File: src/hdl/bgs_pkg.sv
// ----------------------------------------------------------------------------
// bgs_pkg: shared types and constants of the blast gate sequencer
// Command, mode and state codes, table sizes and the servo angle function.
// ----------------------------------------------------------------------------
`default_nettype none

package bgs_pkg;

	localparam int GATE_COUNT = 6;
	localparam int GATE_W     = 3;
	localparam int POS_DEPTH  = 2 * GATE_COUNT;
	localparam int POS_AW     = GATE_W + 1;

	localparam logic [GATE_W-1:0] NO_GATE   = 3'd7;
	localparam logic [GATE_W-1:0] LAST_GATE = GATE_W'(GATE_COUNT - 1);

	localparam logic [7:0] POS_RESET      = 8'd128;
	localparam logic [7:0] DEBOUNCE_RESET = 8'd30;
	localparam logic [7:0] COUNT_MAX      = 8'd255;

	// Register index, taken from paddr[2].
	localparam logic REG_DEBOUNCE = 1'b0;

	typedef enum logic [1:0] {
		CMD_SERVO = 2'd0,
		CMD_ON    = 2'd1,
		CMD_OFF   = 2'd2,
		CMD_BEEP  = 2'd3
	} cmd_t;

	typedef enum logic [1:0] {
		MODE_NORMAL    = 2'd0,
		MODE_PROG      = 2'd1,
		MODE_SET_CLOSE = 2'd2,
		MODE_SET_OPEN  = 2'd3
	} mode_t;

	typedef enum logic [12:0] {
		S_IDLE      = 13'b0000000000001,
		S_DEB       = 13'b0000000000010,
		S_N_BEEP1   = 13'b0000000000100,
		S_N_TOGGLE  = 13'b0000000001000,
		S_N_OPEN    = 13'b0000000010000,
		S_N_ON      = 13'b0000000100000,
		S_N_SCAN    = 13'b0000001000000,
		S_P_BEEP1   = 13'b0000010000000,
		S_P_SERVO   = 13'b0000100000000,
		S_BEEP2     = 13'b0001000000000,
		S_BEEP_LAST = 13'b0010000000000,
		S_LIVE      = 13'b0100000000000,
		S_FLUSH     = 13'b1000000000000
	} state_t;

	// 90 + (pos - 128) / 2 with the division truncated toward zero.
	function automatic logic [7:0] angle_of(input logic [7:0] pos);
		logic signed [8:0] d;
		logic signed [8:0] half;
		logic signed [8:0] sum;
		d = $signed({1'b0, pos}) - 9'sd128;
		if (d < 0) begin
			half = (d + 9'sd1) >>> 1;
		end else begin
			half = d >>> 1;
		end
		sum = half + 9'sd90;
		return sum[7:0];
	endfunction

endpackage

`default_nettype wire

File: src/hdl/blast_gate_sequencer.sv
// ----------------------------------------------------------------------------
// blast_gate_sequencer
// Debounces the gate buttons of each tick item and steps a small sequencer
// through the presses, issuing servo, collector and beep commands in order.
// ----------------------------------------------------------------------------
// One item at a time. An enter-programming item only switches to programming mode
// and clears the selected gate. A tick item with no press is accepted, debounces the
// six buttons in turn, makes the live write and finishes; a press adds its commands,
// and the close writes of an opening press are made in a scan over the six gates.
// Output stalls lengthen an item. Reset marks all gates closed, stops the collector,
// sets every stored position to 128 and the debounce threshold to 30.
`default_nettype none

module blast_gate_sequencer (
	input  wire logic                           clk,
	input  wire logic                           arst_n,
	// input items
	input  wire logic                           in_valid,
	output logic                                in_ready,
	input  wire logic                           operation,
	input  wire logic [bgs_pkg::GATE_COUNT-1:0] button_levels,
	input  wire logic [9:0]                     knob_sample,
	// result items
	output logic                                out_valid,
	input  wire logic                           out_ready,
	output logic [1:0]                          command,
	output logic [bgs_pkg::GATE_W-1:0]          gate_number,
	output logic [7:0]                          servo_angle,
	output logic                                last_of_run,
	// configuration
	input  wire logic                           psel,
	input  wire logic                           penable,
	input  wire logic                           pwrite,
	input  wire logic [2:0]                     paddr,
	input  wire logic [31:0]                    pwdata,
	output logic [31:0]                         prdata,
	output logic                                pready
);

	localparam int GC = bgs_pkg::GATE_COUNT;
	localparam int GW = bgs_pkg::GATE_W;

	bgs_pkg::state_t             state_q;
	bgs_pkg::mode_t              mode_q;
	logic [7:0]                  deb_q;
	logic [GC-1:0]               open_q;
	logic                        running_q;
	logic [7:0]                  pos_q [bgs_pkg::POS_DEPTH];
	logic [GW-1:0]               sel_q;
	logic [GC-1:0]               prev_raw_q;
	logic [GC-1:0]               stable_q;
	logic [7:0]                  steady_q [GC];
	logic [GC-1:0]               lvl_q;
	logic [7:0]                  knob_q;
	logic [GW-1:0]               i_q;
	logic [GW-1:0]               g_q;
	logic [GW-1:0]               j_q;

	// one-deep holding stage so that the last command of an item can be marked
	logic                        pend_v_q;
	logic [1:0]                  pend_cmd_q;
	logic [GW-1:0]               pend_gate_q;
	logic [7:0]                  pend_angle_q;
	logic                        out_valid_q;
	logic [1:0]                  out_cmd_q;
	logic [GW-1:0]               out_gate_q;
	logic [7:0]                  out_angle_q;
	logic                        out_last_q;

	// debounce of the current button
	logic                        raw;
	logic [7:0]                  cnt_new;
	logic                        lvl_take;
	logic                        pressed;
	logic                        at_last;

	// command generation
	logic                        emit_req;
	bgs_pkg::cmd_t               emit_cmd;
	logic [GW-1:0]               emit_gate;
	logic                        use_knob;
	logic [bgs_pkg::POS_AW-1:0]  pos_addr;
	logic [7:0]                  pos_rd;
	logic [7:0]                  angle;
	logic                        scan_hit;
	logic                        live_on;
	logic                        out_free;
	logic                        can_emit;
	logic                        do_emit;
	logic                        flush;
	logic                        move;
	logic                        stall;
	logic                        cfg_wr;

	assign in_ready    = (state_q == bgs_pkg::S_IDLE);
	assign out_valid   = out_valid_q;
	assign command     = out_cmd_q;
	assign gate_number = out_gate_q;
	assign servo_angle = out_angle_q;
	assign last_of_run = out_last_q;
	assign pready      = 1'b1;
	assign cfg_wr      = psel && penable && pwrite && pready && (paddr[2] == bgs_pkg::REG_DEBOUNCE);
	assign prdata      = (paddr[2] == bgs_pkg::REG_DEBOUNCE) ? {24'd0, deb_q} : 32'd0;

	always_comb begin
		raw = lvl_q[i_q];
		if (raw != prev_raw_q[i_q]) begin
			cnt_new = 8'd0;
		end else if (steady_q[i_q] == bgs_pkg::COUNT_MAX) begin
			cnt_new = bgs_pkg::COUNT_MAX;
		end else begin
			cnt_new = steady_q[i_q] + 8'd1;
		end
		lvl_take = (cnt_new > deb_q) && (raw != stable_q[i_q]);
		pressed  = lvl_take && raw;
	end

	assign at_last  = (i_q == bgs_pkg::LAST_GATE);
	assign scan_hit = (j_q != g_q) && open_q[j_q];
	assign live_on  = (mode_q == bgs_pkg::MODE_SET_OPEN) || (mode_q == bgs_pkg::MODE_SET_CLOSE);
	assign pos_addr = (state_q == bgs_pkg::S_N_OPEN) ? {g_q, 1'b0} : {j_q, 1'b1};
	assign pos_rd   = pos_q[pos_addr];
	assign angle    = bgs_pkg::angle_of(use_knob ? knob_q : pos_rd);

	always_comb begin
		emit_req  = 1'b0;
		emit_cmd  = bgs_pkg::CMD_BEEP;
		emit_gate = '0;
		use_knob  = 1'b0;
		unique case (state_q)
			bgs_pkg::S_N_BEEP1, bgs_pkg::S_P_BEEP1, bgs_pkg::S_BEEP2,
			bgs_pkg::S_BEEP_LAST: begin
				emit_req = 1'b1;
			end
			bgs_pkg::S_N_TOGGLE: begin
				emit_req = 1'b1;
				emit_cmd = running_q ? bgs_pkg::CMD_OFF : bgs_pkg::CMD_ON;
			end
			bgs_pkg::S_N_ON: begin
				emit_req = 1'b1;
				emit_cmd = bgs_pkg::CMD_ON;
			end
			bgs_pkg::S_N_OPEN: begin
				emit_req  = 1'b1;
				emit_cmd  = bgs_pkg::CMD_SERVO;
				emit_gate = g_q;
			end
			bgs_pkg::S_N_SCAN: begin
				emit_req  = scan_hit;
				emit_cmd  = bgs_pkg::CMD_SERVO;
				emit_gate = j_q;
			end
			bgs_pkg::S_P_SERVO: begin
				emit_req  = 1'b1;
				emit_cmd  = bgs_pkg::CMD_SERVO;
				emit_gate = g_q;
				use_knob  = 1'b1;
			end
			bgs_pkg::S_LIVE: begin
				emit_req  = live_on;
				emit_cmd  = bgs_pkg::CMD_SERVO;
				emit_gate = sel_q;
				use_knob  = 1'b1;
			end
			default: begin
				emit_req = 1'b0;
			end
		endcase
	end

	assign out_free = !out_valid_q || out_ready;
	assign can_emit = !pend_v_q || out_free;
	assign do_emit  = emit_req && can_emit;
	assign flush    = (state_q == bgs_pkg::S_FLUSH) && pend_v_q && out_free;
	assign move     = (do_emit && pend_v_q) || flush;
	assign stall    = emit_req && !can_emit;

	always_ff @(posedge clk or negedge arst_n) begin
		if (!arst_n) begin
			pend_v_q    <= 1'b0;
			out_valid_q <= 1'b0;
		end else begin
			if (move) begin
				out_valid_q <= 1'b1;
			end else if (out_ready) begin
				out_valid_q <= 1'b0;
			end
			if (do_emit) begin
				pend_v_q <= 1'b1;
			end else if (flush) begin
				pend_v_q <= 1'b0;
			end
		end
	end

	always_ff @(posedge clk) begin
		if (move) begin
			out_cmd_q   <= pend_cmd_q;
			out_gate_q  <= pend_gate_q;
			out_angle_q <= pend_angle_q;
			out_last_q  <= flush;
		end
		if (do_emit) begin
			pend_cmd_q   <= emit_cmd;
			pend_gate_q  <= emit_gate;
			pend_angle_q <= (emit_cmd == bgs_pkg::CMD_SERVO) ? angle : 8'd0;
		end
	end

	always_ff @(posedge clk or negedge arst_n) begin
		if (!arst_n) begin
			state_q    <= bgs_pkg::S_IDLE;
			mode_q     <= bgs_pkg::MODE_NORMAL;
			deb_q      <= bgs_pkg::DEBOUNCE_RESET;
			open_q     <= '0;
			running_q  <= 1'b0;
			sel_q      <= bgs_pkg::NO_GATE;
			prev_raw_q <= '1;
			stable_q   <= '0;
			lvl_q      <= '0;
			knob_q     <= '0;
			i_q        <= '0;
			g_q        <= '0;
			j_q        <= '0;
			for (int k = 0; k < bgs_pkg::POS_DEPTH; k++) begin
				pos_q[k] <= bgs_pkg::POS_RESET;
			end
			for (int k = 0; k < GC; k++) begin
				steady_q[k] <= bgs_pkg::COUNT_MAX;
			end
		end else begin
			if (cfg_wr) begin
				deb_q <= pwdata[7:0];
			end
			if (!stall) begin
				unique case (state_q)
					bgs_pkg::S_IDLE: begin
						if (in_valid) begin
							if (operation) begin
								mode_q <= bgs_pkg::MODE_PROG;
								sel_q  <= bgs_pkg::NO_GATE;
							end else begin
								lvl_q   <= button_levels;
								knob_q  <= knob_sample[9:2];
								i_q     <= '0;
								state_q <= bgs_pkg::S_DEB;
							end
						end
					end
					bgs_pkg::S_DEB: begin
						steady_q[i_q]   <= cnt_new;
						prev_raw_q[i_q] <= raw;
						if (lvl_take) begin
							stable_q[i_q] <= raw;
						end
						g_q <= i_q;
						if (pressed) begin
							state_q <= (mode_q == bgs_pkg::MODE_NORMAL) ?
							           bgs_pkg::S_N_BEEP1 : bgs_pkg::S_P_BEEP1;
						end else if (at_last) begin
							state_q <= bgs_pkg::S_LIVE;
						end else begin
							i_q <= i_q + 1'b1;
						end
					end
					bgs_pkg::S_N_BEEP1: begin
						state_q <= open_q[g_q] ? bgs_pkg::S_N_TOGGLE : bgs_pkg::S_N_OPEN;
					end
					bgs_pkg::S_N_TOGGLE: begin
						running_q <= !running_q;
						if (at_last) begin
							state_q <= bgs_pkg::S_LIVE;
						end else begin
							i_q     <= i_q + 1'b1;
							state_q <= bgs_pkg::S_DEB;
						end
					end
					bgs_pkg::S_N_OPEN: begin
						open_q[g_q] <= 1'b1;
						j_q         <= '0;
						state_q     <= running_q ? bgs_pkg::S_N_SCAN : bgs_pkg::S_N_ON;
					end
					bgs_pkg::S_N_ON: begin
						running_q <= 1'b1;
						state_q   <= bgs_pkg::S_N_SCAN;
					end
					bgs_pkg::S_N_SCAN: begin
						// One gate a cycle unless the output stalls; every other open gate is driven to its close position.
						if (scan_hit) begin
							open_q[j_q] <= 1'b0;
						end
						if (j_q == bgs_pkg::LAST_GATE) begin
							state_q <= bgs_pkg::S_BEEP2;
						end else begin
							j_q <= j_q + 1'b1;
						end
					end
					bgs_pkg::S_P_BEEP1: begin
						if (g_q != sel_q) begin
							sel_q  <= g_q;
							mode_q <= bgs_pkg::MODE_SET_OPEN;
							if (at_last) begin
								state_q <= bgs_pkg::S_LIVE;
							end else begin
								i_q     <= i_q + 1'b1;
								state_q <= bgs_pkg::S_DEB;
							end
						end else if (mode_q == bgs_pkg::MODE_SET_OPEN) begin
							pos_q[{g_q, 1'b0}] <= knob_q;
							mode_q             <= bgs_pkg::MODE_SET_CLOSE;
							state_q            <= bgs_pkg::S_BEEP_LAST;
						end else if (mode_q == bgs_pkg::MODE_SET_CLOSE) begin
							pos_q[{g_q, 1'b1}] <= knob_q;
							mode_q             <= bgs_pkg::MODE_PROG;
							sel_q              <= bgs_pkg::NO_GATE;
							state_q            <= bgs_pkg::S_P_SERVO;
						end else if (at_last) begin
							state_q <= bgs_pkg::S_LIVE;
						end else begin
							i_q     <= i_q + 1'b1;
							state_q <= bgs_pkg::S_DEB;
						end
					end
					bgs_pkg::S_P_SERVO: begin
						state_q <= bgs_pkg::S_BEEP2;
					end
					bgs_pkg::S_BEEP2: begin
						state_q <= bgs_pkg::S_BEEP_LAST;
					end
					bgs_pkg::S_BEEP_LAST: begin
						if (at_last) begin
							state_q <= bgs_pkg::S_LIVE;
						end else begin
							i_q     <= i_q + 1'b1;
							state_q <= bgs_pkg::S_DEB;
						end
					end
					bgs_pkg::S_LIVE: begin
						state_q <= bgs_pkg::S_FLUSH;
					end
					bgs_pkg::S_FLUSH: begin
						if (!pend_v_q || out_free) begin
							state_q <= bgs_pkg::S_IDLE;
						end
					end
					default: begin
						state_q <= bgs_pkg::S_IDLE;
					end
				endcase
			end
		end
	end

	// The held command must have gone out before a new item is taken.
	a_idle_nothing_held: assert property (@(posedge clk) disable iff (!arst_n)
		in_ready |-> !pend_v_q)
		else $error("command still held while ready for a new item");

	// Between items at most one gate is left open.
	a_one_gate_open: assert property (@(posedge clk) disable iff (!arst_n)
		(state_q == bgs_pkg::S_IDLE) |-> ($countones(open_q) <= 1))
		else $error("more than one gate open between items");

	// A capture in progress always names a gate.
	a_capture_has_gate: assert property (@(posedge clk) disable iff (!arst_n)
		((mode_q == bgs_pkg::MODE_SET_OPEN) || (mode_q == bgs_pkg::MODE_SET_CLOSE))
		|-> (sel_q != bgs_pkg::NO_GATE))
		else $error("capture mode without a selected gate");

	// Entering programming mode aborts any capture at once.
	a_enter_prog: assert property (@(posedge clk) disable iff (!arst_n)
		(in_valid && in_ready && operation)
		|=> ((mode_q == bgs_pkg::MODE_PROG) && (sel_q == bgs_pkg::NO_GATE)))
		else $error("enter-programming item not applied");

endmodule

`default_nettype wire
File: config.mk
export PLATFORM = sky130hd
export DESIGN_NAME = blast_gate_sequencer
export DESIGN_NICKNAME = d
export VERILOG_FILES = /design/src/hdl/bgs_pkg.sv /design/src/hdl/blast_gate_sequencer.sv
export SDC_FILE = /design/constraint.sdc
export NUM_CORES = 1
export LEC_CHECK = 0
export BUFFER_PORTS_ARGS = -buffer_cell sky130_fd_sc_hd__buf_4
export CAP_MARGIN = 25
export CORE_ASPECT_RATIO = 0.7
export CORE_MARGIN = 3
export CORE_UTILIZATION = 45
export CTS_BUF_LIST = sky130_fd_sc_hd__clkbuf_8
export DETAILED_ROUTE_END_ITERATION = 6
export GPL_TIMING_DRIVEN = 0
export HOLD_SLACK_MARGIN = 0.03
export MAX_ROUTING_LAYER = met4
export PLACE_DENSITY = 0.6
export SKIP_LAST_GASP = 1
export SLEW_MARGIN = 20
export SYNTH_ARGS = -nofsm -noshare
export SYNTH_HDL_FRONTEND = slang
export SYNTH_SLANG_ARGS = --single-unit
File: constraint.sdc
create_clock -name clk -period 8.1 [get_ports clk]
set_input_delay 1.62 -clock clk [delete_from_list [all_inputs] [get_ports clk]]
set_output_delay 1.62 -clock clk [all_outputs]
set_load 0.02 [all_outputs]
==> run_results.csv, run 1 <==
group,metric,value,unit
run_status,status,"finished, final reports clean",
clock_tree,post_cts_resized,0,
yosys,synth_top_area_share,27.5,%
cells_and_area,regArea,0.00626,mm²
power,p_leak,6.41,nW
sta,setup_tns,0,ns
clock_tree,ctsHoldBuffers,0,
cells_and_area,postLayoutCoreUtil,53.1,%
detailed_routing,top_layer,"met4",
placement,place_area,0.0137,mm²
placement,gp_congestion,0.912,
worst_setup_path,rr_endpoint,"state_q[6]",
yosys,synth_top_area_cell,"dfrtp_1",
yosys,synth_area_leaders,"dfrtp_1 28%, dfstp_2 15%, mux2_2 14%",
worst_hold_path,hold_depth,0,
worst_setup_path,critPathKind,"reg2reg",
sta,drv_slew,0,
floorplanning,rows,50,
detailed_routing,firstDrtPassIters,5,
global_route,antenna_found_initial,0,
yosys,syn_inst,1064,
placement,hpwl,23.7,mm
yosys,synthesis.area,0.0127,mm²
clock_tree,worstSkewPairLatency,0.55,ns
worst_hold_path,min_to,"gate_number[1]",
detailed_routing,vias,8909,
detailed_routing,first_iter_violations,704,
yosys,yosysMostFrequentCell,"mux2_2",
yosys,synth-seq-cells,241,
clock_tree,cts_tree,"yes",
yosys,yosys-top-cells-count,"160 x mux2_2, 140 x dfrtp_1, 74 x dfstp_2",
sta,worst_pin_slew,1.12,ns
clock_tree,numCtsBuffers,40,
floorplanning,pin_count,108,
sta,relSlewSlack,24.5,%
clock_tree,cts-root-buf,"clkbuf_8",
detailed_routing,dr_wl_met3,2.68,mm
detailed_routing,drt-met1-wl,17.2,mm
sta,hold_violations,0,
run,maxCapViolCount,0,
yosys,yosysWarnings,0,
power,irDropWorstVdd,0.121,mV
yosys,async_reset_ff_share,88.8,%
worst_setup_path,rr_startpoint,"i_q[0]",
sta,fin_crit_sh,79.4,%
sta,finalCriticalPeriod,6.43,ns
detailed_routing,wl_met2,12.7,mm
floorplanning,start_util,46.7,%
worst_setup_path,cp-start-kind,"flop",
sta,finClkSkew,0.0168,ns
detailed_routing,wl_per_cell,21.0,µm
yosys,avgSynthCellArea,12.0,µm²
sta,rsz0062_at_grt,"false",
worst_setup_path,crit_arrival,6.89,ns
clock_tree,htreeDepth,2,
floorplanning,die_y,147,µm
placement,port_buffers,53,
clock_tree,clockBufferDepth,3,
floorplanning,core,0.0273,mm²
cells_and_area,multi_input_area,0.00597,mm²
yosys,synth_edf_count,27,
worst_setup_path,ff2ff_path_depth,20,
global_route,grt_pass1_wl,51.7,mm
worst_hold_path,min_from,"pend_gate_q[1]",
power,p_per_area,243,mW/mm²
yosys,synth_ff_type,"dfrtp_1",
yosys,synth_cell_types,82,
detailed_routing,drc,0,
power,power.total,3.52,mW
sta,fmax,156,MHz
floorplanning,die_w,207,µm
sta,setup_violations,0,
worst_hold_path,min_path_type,"reg2reg",
global_route,overflow,0,
clock_tree,post_cts_buffers,0,
cells_and_area,stdcell_area,0.0145,mm²
detailed_routing,final_antenna_net_count,0,
global_route,grt_pass1_vias,8630,
worst_setup_path,cp-end-kind,"flop",
floorplanning,dieArea,0.0304,mm²
global_route,grt_usage,22.7,%
worst_setup_path,ff2ff_setup_slack,1.67,ns
cells_and_area,n_antenna_cell,0,
yosys,ys_seq_area_share,49.2,%
cells_and_area,layout-drive-gt1-share,38.0,%
worst_setup_path,path_max_fanout,10,
clock_tree,path_clk_slew,0.06,ns
global_route,grt_max_degree,82,
detailed_routing,vias_per_cell,5.65,
clock_tree,cts_sinks,241,
cells_and_area,area_delta_synth_final,13.7,%
cells_and_area,fin_nets,1259,
cells_and_area,fillers,2413,
detailed_routing,drt_wl_total,33.1,mm
worst_setup_path,critPathRequiredTime,8.56,ns
stage by stage:
step | setup WS, ns | instances | hold slack [ns]
2_1_floorplan | 3.13 | 1087 | 0.400
3_3_place_gp | 1.72 | 1504 | 0.403
3_5_place_dp | 1.73 | 1506 | 0.405
4_1_cts | 1.69 | 1576 | 0.420
5_1_grt | 1.28 | 1577 | 0.431
6_report | 1.67 | 1577 | 0.418
cells in the final DEF, fill, tap and decap left out, types with 13 or more instances in the layout:
master    count
dfstp_2      74
dfrtp_1     140
nor3_1       16
mux2i_1      40
nand2_1      70
o21ai_0      43
buf_4        82
a22o_1       13
ha_1         15
buf_2        21
clkbuf_8     46
mux2_4       16
conb_1       25
mux4_2       17
edfxtp_1     27
a21oi_1      20
nor2_1       63
nor2b_1      13
clkbuf_1     25
inv_1        42
mux2_2      160
nand3_1      21
and3_1       13
report_power, final:
group / total, mW / internal, mW / switching (mW) / leakage [nW]
logic: 1.06 / 0.358 / 0.707 / 3.08
registers: 1.45 / 1.35 / 0.101 / 2.90
clock network: 1.01 / 0.517 / 0.492 / 0.435
total: 3.52 / 2.22 / 1.30 / 6.41
cells by family (layout without fill, tap and decap cells):
family	count (synthesis)	in the layout	synth area share (%)
flip-flops	241	241	49.2
multiplexers	233	233	22.2
other	2	25	0.0590
XOR/XNOR	17	17	1.29
adder cells (fa/ha/maj)	15	15	1.47
buffers and inverters	110	236	4.62
AO/OA/AOI/OAI	168	168	9.33
AND/OR/NAND/NOR	278	278	11.8
how the worst max path moves through the flow:
stage	from	end	slack, ns	depth (start not counted)
2_1_floorplan	i_q[0]	state_q[5]	3.13	22
3_3_place_gp	i_q[0]	state_q[7]	1.72	21
3_5_place_dp	i_q[0]	state_q[6]	1.73	20
4_1_cts	i_q[0]	state_q[6]	1.69	20
5_1_grt	i_q[0]	state_q[6]	1.28	20
6_report	i_q[0]	state_q[6]	1.67	20
critical path: stages, from the launching register on:
cell	delay (ns)
dfrtp_1	0.40
buf_2	0.29
buf_2	0.34
buf_2	0.33
a22oi_1	0.11
o21a_1	0.13
inv_1	0.08
ha_1	0.17
or3b_1	0.41
or3b_1	0.43
and4_1	0.17
nor3_1	0.89
ha_1	0.40
and3_1	0.20
nand4_1	0.08
o21ai_0	0.12
a211oi_2	0.70
nor2_1	0.13
a221o_1	0.48
a21o_1	0.26
o21ai_0	0.20
metal layers:
metal  up-vias  GRT usage [%]
met5         -              -
met4         0           4.82
met3        40           5.09
met2       335           28.3
met1      4438           36.7
li1       4096              -
sequential cells by signal, summed over array words and instances, names as in the netlist, 6 cells and up:
| name | count |
|---|---|
| pos_q | 96 |
| steady_q | 48 |
| state_q | 13 |
| deb_q | 8 |
| knob_q | 8 |
| pend_angle_q | 8 |
| servo_angle | 8 |
| lvl_q | 6 |
| open_q | 6 |
| prev_raw_q | 6 |
| stable_q | 6 |
cell type report:
type                            count  share of cell area (%)
Sequential cell                   241                    43.3
Timing Repair Buffer               56                    3.23
Buffer                             84                    3.39
Clock buffer                       46                    4.38
Tap cell                          364                    3.15
Clock inverter                     24                   0.700
Inverter                           26                   0.674
Multi-Input combinational cell    736                    41.2
Note: power is estimated with default switching activity, not from simulation.
==> run 2, diff against run 1 <==
ABC_AREA = 1   (was default)
clock period = 6 ns   (was 8.1 ns; I/O delays follow)
==> run 2 against run 1 <==
Compared with the run above: critical path depth up 11; synthesized cell count up 44%; flip-flop and latch count is the same; final cell count grew 30%; clock power increased by 45%; worst setup slack got worse by 1.1 ns.
==> run_results.csv, run 2 <==
group,metric,value,unit
yosys,async_reset_ff_share,88.8,%
yosys,synth_top_area_cell,"dfrtp_1",
worst_setup_path,ff2ff_path_depth,31,
floorplanning,die_w,206,µm
floorplanning,start_util,46.5,%
yosys,synth_edf_count,27,
detailed_routing,wl_per_cell,17.8,µm
clock_tree,clockBufferDepth,3,
worst_setup_path,worst_path_most_repeated_cell,"nand2_1",
detailed_routing,vias_per_cell,5.36,
global_route,overflow,0,
yosys,synthXorXnorAreaFrac,0.555,%
cells_and_area,layout-drive-gt1-share,19.4,%
cells_and_area,area_delta_synth_final,14.5,%
sta,worst_pin_slew,1.02,ns
placement,hpwl,26.8,mm
sta,finalCriticalPeriod,5.43,ns
worst_setup_path,critPathRequiredTime,6.47,ns
sta,fin_crit_sh,90.5,%
detailed_routing,vias,10990,
worst_setup_path,cp-end-kind,"flop",
sta,fin_hold_ws,0.418,ns
yosys,syn_inst,1536,
detailed_routing,firstDrtPassIters,5,
sta,relSlewSlack,32.0,%
global_route,grt_pass1_vias,10002,
clock_tree,worstSkewPairLatency,0.55,ns
yosys,synth_ff_type,"dfrtp_1",
yosys,synthesis.area,0.0126,mm²
cells_and_area,final_cell_mix,"438 x nand2_1, 185 x o21ai_0, 164 x inv_1, 140 x dfrtp_1, 94 x nor2_1",
yosys,synth_top_family_by_area,"simple AND/OR/NAND/NOR gates",
run,maxCapViolCount,0,
worst_hold_path,min_path_type,"reg2reg",
clock_tree,htreeDepth,2,
yosys,synthMuxAreaShare,1.25,%
clock_tree,ctsHoldBuffers,0,
sta,setup_tns,0,ns
worst_setup_path,cp-start-kind,"flop",
cells_and_area,reg.largest.list,"pos_q: 96 flops, steady_q: 48 flops, state_q: 13 flops",
cells_and_area,fin_nets,1732,
clock_tree,post_cts_buffers,0,
floorplanning,rows,50,
yosys,yosysMostFrequentCell,"nand2_1",
placement,place_ws,0.601,ns
floorplanning,core,0.0272,mm²
worst_setup_path,critPathKind,"reg2reg",
floorplanning,die_y,146,µm
cells_and_area,largest_reg_flops,96,
yosys,avgSynthCellArea,8.22,µm²
clock_tree,path_clk_slew,0.07,ns
yosys,synth_area_leaders,"dfrtp_1 28%, dfstp_2 15%, nand2_1 13%",
global_route,grt_pass1_wl,57.2,mm
detailed_routing,final_antenna_net_count,0,
floorplanning,dieArea,0.0301,mm²
global_route,antenna_found_initial,0,
worst_setup_path,crit_path_top_delay_cell,"dfrtp_1",
power,p_leak,6.67,nW
sta,rsz0062_at_grt,"false",
power,p_per_area,304,mW/mm²
sta,setup_ws,0.568,ns
detailed_routing,drt_wl_total,36.5,mm
clock_tree,cts_tree,"yes",
yosys,synth-seq-cells,241,
yosys,yosysWarnings,0,
yosys,ys_seq_area_share,49.6,%
yosys,synthAdderAreaFrac,1.49,%
run_status,status,"finished, final reports clean",
sta,fmax,184,MHz
sta,hold_violations,0,
yosys,synthSimpleGateAreaFrac,25.4,%
cells_and_area,regMostFlops,"pos_q",
sta,finClkSkew,0.0153,ns
yosys,synth_cell_types,53,
worst_setup_path,crit_arrival,5.90,ns
worst_setup_path,slowest_delay,0.44,ns
floorplanning,pin_count,108,
clock_tree,cts-root-buf,"clkbuf_8",
cells_and_area,final_common_cell,"nand2_1",
detailed_routing,drc,0,
clock_tree,post_cts_resized,0,
global_route,grt_usage,25.0,%
power,irDropWorstVdd,0.157,mV
worst_setup_path,path_max_fanout,10,
sta,setup_violations,0,
clock_tree,numCtsBuffers,41,
yosys,yosys-top-cells-count,"440 x nand2_1, 185 x o21ai_0, 149 x inv_1",
clock_tree,cts_sinks,241,
placement,gp_congestion,0.921,
global_route,grt_max_degree,97,
sta,drv_slew,0,
placement,port_buffers,53,
yosys,synth_top_area_share,27.7,%
cells_and_area,n_antenna_cell,0,
detailed_routing,first_iter_violations,1209,
worst_hold_path,hold_depth,0,
yosys,synth-compound-area-share,12.5,%
run 2: changes by cell type in the layout (fill, tap and decap cells not counted), moves of 21 or more:
cell	previous run	this run
o21ai_1	2	23
nand2_1	70	438
nor2_1	63	94
inv_1	42	164
mux2_2	160	14
o21ai_0	43	185
nand3_1	21	81
mux2i_1	40	0
run 2: through the flow:
step           cell area, µm²  std cells  util, %  power [mW]
2_1_floorplan           12700       1559        -        2.55
3_3_place_gp            13600       1976     50.0        2.92
3_5_place_dp            13600       1979     50.3        2.94
4_1_cts                 14400       2052     53.2        4.41
5_1_grt                 14500       2052     53.2        4.62
6_report                14500       2052     53.2        4.39
run 2: cell type report:
cell class / count / area, µm²
fill: 2545 / 12700
sequential: 241 / 6260
multi-input combinational: 1070 / 5310
clock buffer: 49 / 674
inverter: 162 / 608
buffer: 86 / 554
timing repair buffer: 56 / 472
tap: 364 / 455
clock inverter: 24 / 124
run 2: final timing paths:
kind                            startpoint  slack (ns)             end
min in group asynchronous           arst_n        0.60        lvl_q[5]
setup / recovery                    i_q[1]        0.57     state_q[10]
hold / removal             pend_angle_q[7]        0.42  servo_angle[7]
max in group asynchronous           arst_n        4.23        pos_q[7]
setup reg to reg                    i_q[1]        0.57     state_q[10]
hold reg to reg            pend_angle_q[7]        0.42  servo_angle[7]
run 2: where the power goes:
group	total, mW	internal [mW]	switching (mW)
combinational	1.07	0.296	0.777
sequential	1.86	1.79	0.0718
clock	1.46	0.782	0.677
run 2: cells by family (layout without fill, tap and decap cells):
| group | count (synthesis) | count (layout) |
|---|---|---|
| AO/OA/AOI/OAI | 285 | 285 |
| buffers and inverters | 248 | 377 |
| XOR/XNOR | 8 | 8 |
| AND/OR/NAND/NOR | 723 | 723 |
| flip-flops | 241 | 241 |
| other | 2 | 25 |
| multiplexers | 14 | 14 |
| adder cells (fa/ha/maj) | 15 | 15 |
run 2: critical path, delay by kind of cell, from the launching register on:
kind	cells	cell delay (ns)
buffers and inverters	6	0.86
adder cells (fa/ha/maj)	2	0.54
flip-flops	1	0.44
AO/OA/AOI/OAI	5	0.96
AND/OR/NAND/NOR	18	2.52
run 2: layer usage:
metal | vias to the layer above | track usage, % | share of wire (%)
met5 | - | - | 0
li1 | 5237 | - | -
met3 | 49 | 5.75 | 9.9
met1 | 5266 | 42.0 | 53
met2 | 438 | 29.4 | 36
met4 | 0 | 5.39 | 1.4
==> run 3, diff against run 2 <==
PLACE_DENSITY = 0.62   (was 0.6)
clock period = 4.4 ns   (was 6 ns; I/O delays follow)
==> run 3 against run 2 <==
Compared with the run above: critical path depth down 3; flip-flop and latch count unchanged; largest cell class unchanged; highest routed layer unchanged; largest power group unchanged; via count up 0.91%; final area up 2.6%; hold slack worse by 0.15 ns; total power up 39%; critical endpoint unchanged; non-clock buffer count up 21.
==> run_results.csv, run 3 (synthesis results as in run 2) <==
group,metric,value,unit
floorplanning,dieArea,0.0301,mm²
power,intPower,3.93,mW
sta,worst_pin_slew,0.954,ns
detailed_routing,wl_per_cell,17.8,µm
power,pwr-share-clk,31.5,%
cells_and_area,largest_reg_flops,96,
global_route,grt_usage,25.0,%
global_route,overflow,0,
floorplanning,die_y,146,µm
clock_tree,clockBufferDepth,3,
worst_hold_path,min_path_type,"in2async",
clock_tree,cts-root-buf,"clkbuf_8",
cells_and_area,fin_nets,1752,
global_route,grt_max_degree,81,
detailed_routing,first_iter_violations,1158,
global_route,grt_pass1_wl,57.2,mm
placement,place_ws,-0.858,ns
power,p_switching,2.16,mW
worst_setup_path,crit_path_top_delay_cell,"dfrtp_2",
clock_tree,numCtsBuffers,40,
cells_and_area,regMostFlops,"pos_q",
worst_setup_path,cp-start-kind,"flop",
global_route,antenna_found_initial,0,
detailed_routing,vias,11090,
floorplanning,die_w,206,µm
power,power.total,6.09,mW
sta,fin_crit_sh,96.4,%
placement,port_buffers,53,
placement,hpwl,26.3,mm
worst_setup_path,cp-end-kind,"flop",
detailed_routing,drc,0,
clock_tree,cts_tree,"yes",
power,pwr-share-comb,26.7,%
floorplanning,core,0.0272,mm²
sta,fin_hold_ws,0.266,ns
clock_tree,path_clk_slew,0.07,ns
sta,setup_tns,0,ns
worst_setup_path,cp_top_family,"simple AND/OR/NAND/NOR gates",
worst_setup_path,critPathRequiredTime,4.82,ns
cells_and_area,n_antenna_cell,0,
cells_and_area,final_cell_mix,"428 x nand2_1, 183 x o21ai_0, 165 x inv_1, 137 x dfrtp_1, 103 x buf_4",
power,irDropWorstVdd,0.182,mV
floorplanning,pin_count,108,
floorplanning,start_util,46.5,%
worst_setup_path,timing.critical_path.buf_inv,6,
worst_setup_path,slowest_delay,0.45,ns
power,switching_share,35.5,%
sta,finClkSkew,0.0307,ns
global_route,grt_pass1_vias,10056,
worst_setup_path,critPathKind,"reg2reg",
placement,gp_congestion,0.958,
sta,relSlewSlack,36.4,%
cells_and_area,reg.largest.list,"pos_q: 96 flops, steady_q: 48 flops, state_q: 13 flops",
detailed_routing,drt_wl_total,36.9,mm
cells_and_area,area_delta_synth_final,17.5,%
sta,hold_violations,0,
detailed_routing,firstDrtPassIters,7,
cells_and_area,layout-drive-gt1-share,22.3,%
cells_and_area,final_common_cell,"nand2_1",
cells_and_area,postLayoutCoreUtil,54.6,%
sta,setup_ws,0.159,ns
power,p_leak,6.88,nW
sta,setup_violations,0,
worst_setup_path,path_max_fanout,10,
detailed_routing,vias_per_cell,5.35,
floorplanning,rows,50,
power,p_per_area,410,mW/mm²
detailed_routing,final_antenna_net_count,0,
clock_tree,worstSkewPairLatency,0.56,ns
run,maxCapViolCount,0,
sta,fmax,236,MHz
clock_tree,cts_sinks,241,
sta,drv_slew,0,
sta,finalCriticalPeriod,4.24,ns
run_status,status,"finished, final reports clean",
worst_setup_path,crit_arrival,4.66,ns
clock_tree,htreeDepth,2,
power,sequentialPowerShare,41.8,%
==> run 3: layer usage <==
| layer | global-route usage [%] | vias to the layer above | part of all wire [%] |
|---|---|---|---|
| li1 | - | 5269 | - |
| met1 | 40.9 | 5274 | 50 |
| met2 | 29.7 | 482 | 38 |
| met3 | 6.80 | 65 | 10 |
| met4 | 5.80 | 0 | 1.8 |
| met5 | - | - | 0 |
==> run 3: final timing paths <==
kind / slack, ns / to / from / depth (start not counted)
worst max-delay path: 0.16 / state_q[10] / i_q[1] / 28
worst min-delay path: 0.27 / lvl_q[2] / arst_n / 1
worst max register to register: 0.16 / state_q[10] / i_q[1] / 28
worst min register to register: 0.41 / servo_angle[0] / pend_angle_q[0] / 0
max in group asynchronous: 3.32 / pos_q[15] / arst_n / 2
min in group clk: 0.41 / servo_angle[0] / pend_angle_q[0] / 0
==> run 3: cell type report <==
type / count / area, µm²
Fill cell: 2550 / 12300
Sequential cell: 241 / 6260
Multi-Input combinational cell: 1070 / 5510
Timing Repair Buffer: 77 / 623
Clock buffer: 45 / 619
Inverter: 162 / 613
Buffer: 86 / 608
Tap cell: 364 / 455
Clock inverter: 27 / 138
==> run 3: stage by stage <==
step                      cells  area, µm²
after global routing       2072      14800
after floorplan            1559      12700
after global placement     1976      13600
after CTS                  2056      14600
final                      2072      14800
after detailed placement   1979      13600
==> run 3: power groups by stage <==
stage	combinational, mW	clock, mW	sequential [mW]
6_report	1.63	1.92	2.54
5_1_grt	1.77	2.08	2.56
4_1_cts	1.52	1.97	2.54
3_5_place_dp	1.41	0	2.58
3_3_place_gp	1.38	0	2.57
2_1_floorplan	0.933	0	2.54
==> run 3: timing repair <==
item,in CTS,in global routing
setup buffers,5,15
endpoints found under the setup margin,22,22
gates resized for setup,32,45
pin swaps,4,10
cloned,0,1
hold buffers,0,0
